==> src/hdl/clipped_rect_fill_shade_engine_assert.svh <==
// ---------------------------------------------------------------------------
// Assertion macros for the clipped rectangle fill and shade engine
// Implication checks on the rising clock edge, disabled while in reset.
// ---------------------------------------------------------------------------
`ifndef CLIPPED_RECT_FILL_SHADE_ENGINE_ASSERT_SVH
`define CLIPPED_RECT_FILL_SHADE_ENGINE_ASSERT_SVH

// same-cycle implication
`define CRFS_ASSERT_IMPL(name, clk, rst, ante, cons) \
  name: assert property (@(posedge clk) disable iff (rst) (ante) |-> (cons)) \
    else $error("crfs check failed");

// next-cycle implication
`define CRFS_ASSERT_NEXT(name, clk, rst, ante, cons) \
  name: assert property (@(posedge clk) disable iff (rst) (ante) |=> (cons)) \
    else $error("crfs check failed");

`endif

==> src/hdl/crfs_pkg.sv <==
// ---------------------------------------------------------------------------
// crfs_pkg
// Types, codes and constants shared by the fill and shade engine modules.
// ---------------------------------------------------------------------------
package crfs_pkg;

  localparam int DEF_MAX_WIDTH  = 128;
  localparam int DEF_MAX_HEIGHT = 128;

  // operation codes
  localparam logic [2:0] OP_WRITE  = 3'd0;
  localparam logic [2:0] OP_READ   = 3'd1;
  localparam logic [2:0] OP_FILL   = 3'd2;
  localparam logic [2:0] OP_DARKEN = 3'd3;
  localparam logic [2:0] OP_CLEAR  = 3'd4;

  // configuration register indexes
  localparam logic [2:0] REG_SCREEN_WIDTH  = 3'd0;
  localparam logic [2:0] REG_SCREEN_HEIGHT = 3'd1;
  localparam logic [2:0] REG_CLIP_LEFT     = 3'd2;
  localparam logic [2:0] REG_CLIP_TOP      = 3'd3;
  localparam logic [2:0] REG_CLIP_RIGHT    = 3'd4;
  localparam logic [2:0] REG_CLIP_BOTTOM   = 3'd5;

  localparam logic [7:0]         SCREEN_RESET = 8'd128;
  localparam logic signed [15:0] CLIP_MAX     = 16'sh7fff;
  localparam logic [6:0]         FULL_PCT     = 7'd100;
  localparam logic [14:0]        COUNT_MAX    = 15'h7fff;
  // floor(v / 100) == (v * RECIP_K) >> RECIP_SHIFT for v <= 25500
  localparam logic [12:0]        RECIP_K      = 13'd5243;
  localparam int                 RECIP_SHIFT  = 19;

  typedef struct packed {
    logic [2:0]         operation;
    logic signed [15:0] x_pos;
    logic signed [15:0] y_pos;
    logic signed [15:0] rect_width;
    logic signed [15:0] rect_height;
    logic [31:0]        color;
    logic [6:0]         percent;
  } cmd_t;

  typedef struct packed {
    logic [23:0] read_pixel;
    logic [14:0] pixels_written;
  } result_t;

  // controller to datapath
  typedef struct packed {
    logic latch;
    logic bound;
    logic prep;
    logic rd_en;
    logic wr_en;
    logic wr_dark;
    logic mul;
    logic div;
    logic capture;
  } ctl_t;

  // datapath to controller
  typedef struct packed {
    logic [2:0] op;
    logic       empty;
    logic       last;
  } stat_t;

  typedef enum logic [3:0] {
    ST_IDLE,
    ST_BOUND,
    ST_PREP,
    ST_FILL,
    ST_RD_ISSUE,
    ST_RD_CAP,
    ST_DK_RD,
    ST_DK_MUL,
    ST_DK_DIV,
    ST_DK_WR,
    ST_DONE
  } state_t;

endpackage

==> src/hdl/crfs_ctrl.sv <==
// ---------------------------------------------------------------------------
// crfs_ctrl
// Command sequencer: bounds, setup, then per-pixel fill, read or darken.
// ---------------------------------------------------------------------------
module crfs_ctrl
  import crfs_pkg::*;
(
  input  logic  clk,
  input  logic  rst,
  input  logic  start,
  input  stat_t stat,
  output ctl_t  ctl,
  output logic  busy,
  output logic  done
);

  state_t state;
  state_t state_next;

  always_ff @(posedge clk) begin
    if (rst) begin
      state <= ST_IDLE;
    end else begin
      state <= state_next;
    end
  end

  always_comb begin
    state_next = state;
    ctl        = '0;
    busy       = 1'b1;
    done       = 1'b0;
    case (state)
      ST_IDLE: begin
        busy = 1'b0;
        if (start) begin
          ctl.latch  = 1'b1;
          state_next = ST_BOUND;
        end
      end
      ST_BOUND: begin
        ctl.bound  = 1'b1;
        state_next = ST_PREP;
      end
      ST_PREP: begin
        ctl.prep = 1'b1;
        if (stat.empty) begin
          state_next = ST_DONE;
        end else if (stat.op inside {OP_WRITE, OP_FILL, OP_CLEAR}) begin
          state_next = ST_FILL;
        end else if (stat.op == OP_READ) begin
          state_next = ST_RD_ISSUE;
        end else if (stat.op == OP_DARKEN) begin
          state_next = ST_DK_RD;
        end else begin
          state_next = ST_DONE;
        end
      end
      ST_FILL: begin
        ctl.wr_en = 1'b1;
        if (stat.last) begin
          state_next = ST_DONE;
        end
      end
      ST_RD_ISSUE: begin
        ctl.rd_en  = 1'b1;
        state_next = ST_RD_CAP;
      end
      ST_RD_CAP: begin
        ctl.capture = 1'b1;
        state_next  = ST_DONE;
      end
      ST_DK_RD: begin
        ctl.rd_en  = 1'b1;
        state_next = ST_DK_MUL;
      end
      ST_DK_MUL: begin
        ctl.mul    = 1'b1;
        state_next = ST_DK_DIV;
      end
      ST_DK_DIV: begin
        ctl.div    = 1'b1;
        state_next = ST_DK_WR;
      end
      ST_DK_WR: begin
        ctl.wr_en   = 1'b1;
        ctl.wr_dark = 1'b1;
        state_next  = stat.last ? ST_DONE : ST_DK_RD;
      end
      ST_DONE: begin
        done       = 1'b1;
        state_next = ST_IDLE;
      end
      default: begin
        state_next = ST_IDLE;
      end
    endcase
  end

endmodule

==> config.mk <==
export PLATFORM = sky130hd
export DESIGN_NAME = crfs_ctrl
export DESIGN_NICKNAME = d
export VERILOG_FILES = /design/src/hdl/clipped_rect_fill_shade_engine_assert.svh /design/src/hdl/crfs_pkg.sv /design/src/hdl/crfs_ctrl.sv
export SDC_FILE = /design/constraint.sdc
export NUM_CORES = 1
export LEC_CHECK = 0
export ABC_AREA = 1
export BUFFER_PORTS_ARGS = -buffer_cell sky130_fd_sc_hd__buf_2
export CAP_MARGIN = 0
export CORE_AREA = 2 2 39 41
export CTS_CLUSTER_SIZE = 25
export DETAILED_ROUTE_END_ITERATION = 7
export DIE_AREA = 0 0 41 43
export HOLD_SLACK_MARGIN = 0.03
export PLACE_DENSITY = 0.61
export SYNTH_ARGS = -nofsm -noshare
export SYNTH_HDL_FRONTEND = slang
export SYNTH_SLANG_ARGS = --single-unit
==> constraint.sdc <==
create_clock -name clk -period 1.5 [get_ports clk]
set_clock_uncertainty 0.15 [all_clocks]
set_input_delay 0.225 -clock clk [delete_from_list [all_inputs] [get_ports clk]]
set_output_delay 0.225 -clock clk [all_outputs]
set_load 0.02 [all_outputs]
==> out/results.ini <==
[run_status]
status=completed

[sta]
worstMarginPinSlew_ns=0.163
max_freq_mhz=689
hold_viol=0
finalSetupViolCount=0
period_needed_ns=1.45
period_share=0.968
max_slew_margin=0.890
fin_ws_ns=0.0477
rsz0062_at_grt=yes
slew_viol_final=0

[clock_tree]
clock_path_buffers=2
clock-sinks=4
cts.reportedPaths.clkPinSlew_ns=0.04
htreeDepth=1
cts_buffers=3
cts_tree=done
root_buffer=clkbuf_4
insertion_delay_ns=0.23
postCtsSetupBuffers=0

[power]
power.leakage_uw=0.000346
power_switching_uw=534
power_frac_seq=0.222
powerDensity_mw_per_mm2=1830
swShare=0.520
ir_drop_uv=708
internal-power_uw=493
power_frac_clock=0.128
power_frac_comb=0.649

[grt]
grt_pass1_vias=441
grt-ovfl-total=0
antenna_found_initial=0
grt_pass1_wl_mm=1.59
grtUsageTotal=0.127
grt_max_degree=7

[synth]
synth-simple-area-share=0.533
synth.avg_cell_area_sq_um=5.26
netlist_instances=75
yosysSeqAreaShare=0.203
synthXorXnorAreaFrac=0
synth_warnings=0
synthMuxAreaShare=0
synthesis.area_sq_um=394
synth_top_family_by_area=simple AND/OR/NAND/NOR gates
ys_ff_latch=4
synth_compound_area_frac=0.102
synth.distinct_cells=16
syn_nets=83
synth_fa_ha_area_frac=0

[critical_path]
path_cells=inv_2 -> nand2_1 -> nor2_2 -> buf_4
max_stage_delay_ns=0.35
worst-path-buf-inv=2
cp-endpoint=ctl[3]
timing.reg2reg.worst_path_depth=7
crit_required_ns=1.12
r2r_slack_ns=0.28
cp-start-kind=flip-flop
crit_path_end_kind=output pin
arrival_ns=1.08
crit_family=flip-flops
worstSetupPathType=reg2out
rr_endpoint=state[3]
critPathSlowestCell=dfxtp_2
critPathMaxFanout=6
r2r-start=state[2]
worst-path-stages=4
crit_start=state[2]

[final_layout]
diodes=0
top_regs=state x4
layout-area-overhead-vs-synth_pct=42.5
drive_gt1_frac=0.381
largest_reg_flops=4
nNetsFinal=107
fin_cells=113
final_area_sq_um=562
max_flop_register=state

[placement]
post-place-ws_ns=0.230
portBuffers=18
dp_hpwl_microns=840
placed_cells=109
globalplace.congestion=0.757
dpl_cell_area_sq_um=504

[floorplanning]
dieWidth_microns=41
core-area_sq_mm=0.00138
start_util=0.285
rows=14
die_h_microns=43
io-pin-count=19
dieArea_sq_mm=0.00176

[detailed_routing]
wl_per_cell_microns=8.86
routed_wl_mm=1.00
num_vias=495
drt_iter0_markers=8
viasPerCell=4.38
final_antenna_net_count=0
drt_first_pass_iters=3
post-route-drc-count=0

[flow_run]
maxCapViolations=0

[min_path]
hold_path.class=in2reg

## worst min-delay path, stage by stage
cell and delay, ns:
buf_2 0.08, inv_1 0.04, nand2_1 0.07, a31oi_1 0.07
## final cells by class
class / count / area, sq um
Fill cell: 161 / 822
Multi-Input combinational cell: 54 / 258
Timing Repair Buffer: 19 / 110
Sequential cell: 4 / 87.6
Inverter: 17 / 63.8
Clock buffer: 3 / 22.5
Tap cell: 16 / 20.0
## stage by stage
step / hold slack, ns / util / power [uW] / TNS [ns]
finish: 0.154 / 0.406 / 1030 / 0
global route: 0.165 / 0.406 / 1130 / -0.0297
CTS: 0.155 / 0.390 / 994 / 0
detailed placement: 0.268 / 0.364 / 851 / 0
global placement: 0.267 / 0.364 / 847 / 0
floorplan: 0.144 / - / 679 / 0
## cells in the mapped netlist
cell	n	area, sq um
a21oi_1	1	5.00
a31oi_1	1	6.26
dfxtp_1	4	80.1
inv_1	15	56.3
inv_2	2	7.51
nand2_1	21	78.8
nand2_2	2	12.5
nand3_1	7	35.0
nand3b_1	1	7.51
nor2_1	11	41.3
nor2_2	3	18.8
nor2_4	1	11.3
nor3_1	1	5.00
o21ai_0	3	15.0
o21bai_1	1	7.51
o22ai_1	1	6.26
## per-layer routing
metal / part of all wire / GRT usage
met1: 0.44 / 0.148
met2: 0.53 / 0.222
met3: 0.037 / 0
met4: 0 / 0.0600
met5: 0 / 0
## cells in the final DEF (no fill, tap or decap)
cell and count:
a21oi_1 1, a31oi_1 1, buf_2 14, buf_4 4, clkbuf_4 3, dfxtp_2 3, dfxtp_4 1, dlygate4sd3_1 1
inv_1 14, inv_2 3, nand2_1 21, nand2_2 2, nand3_1 7, nand3b_1 1, nor2_1 8, nor2_2 6
nor2_4 1, nor3_1 1, o21ai_0 3, o21bai_1 1, o22ai_1 1
## how the worst min path moves through the flow
| stage | startpoint | endpoint | slack, ns | cells after the start |
|---|---|---|---|---|
| after CTS | stat[0] | state[2] | 0.16 | 4 |
| after floorplan | rst | state[0] | 0.14 | 1 |
| after global routing | stat[0] | state[2] | 0.17 | 4 |
| final | stat[0] | state[2] | 0.15 | 4 |
| after global placement | rst | state[0] | 0.27 | 2 |
| after detailed placement | rst | state[0] | 0.27 | 2 |
## repair_timing
action                     CTS  global route
setup endpoints to repair    6             9
hold endpoints to repair     2             0
hold buffers                 1             0
resized for setup            2            11
## power groups by stage
| stage | Sequential (uW) | Clock, uW | Combinational (uW) |
|---|---|---|---|
| 6_report | 228 | 132 | 666 |
| 2_1_floorplan | 190 | 0 | 490 |
| 5_1_grt | 236 | 140 | 755 |
| 3_5_place_dp | 205 | 0 | 646 |
| 4_1_cts | 209 | 134 | 652 |
| 3_3_place_gp | 204 | 0 | 643 |
## logic make-up after synthesis
logic type,Yosys count
AOI/OAI and AO/OA,7
buffers and inverters,17
DFF,4
and+or+nand+nor,47
(Power assumes the default switching activity.)
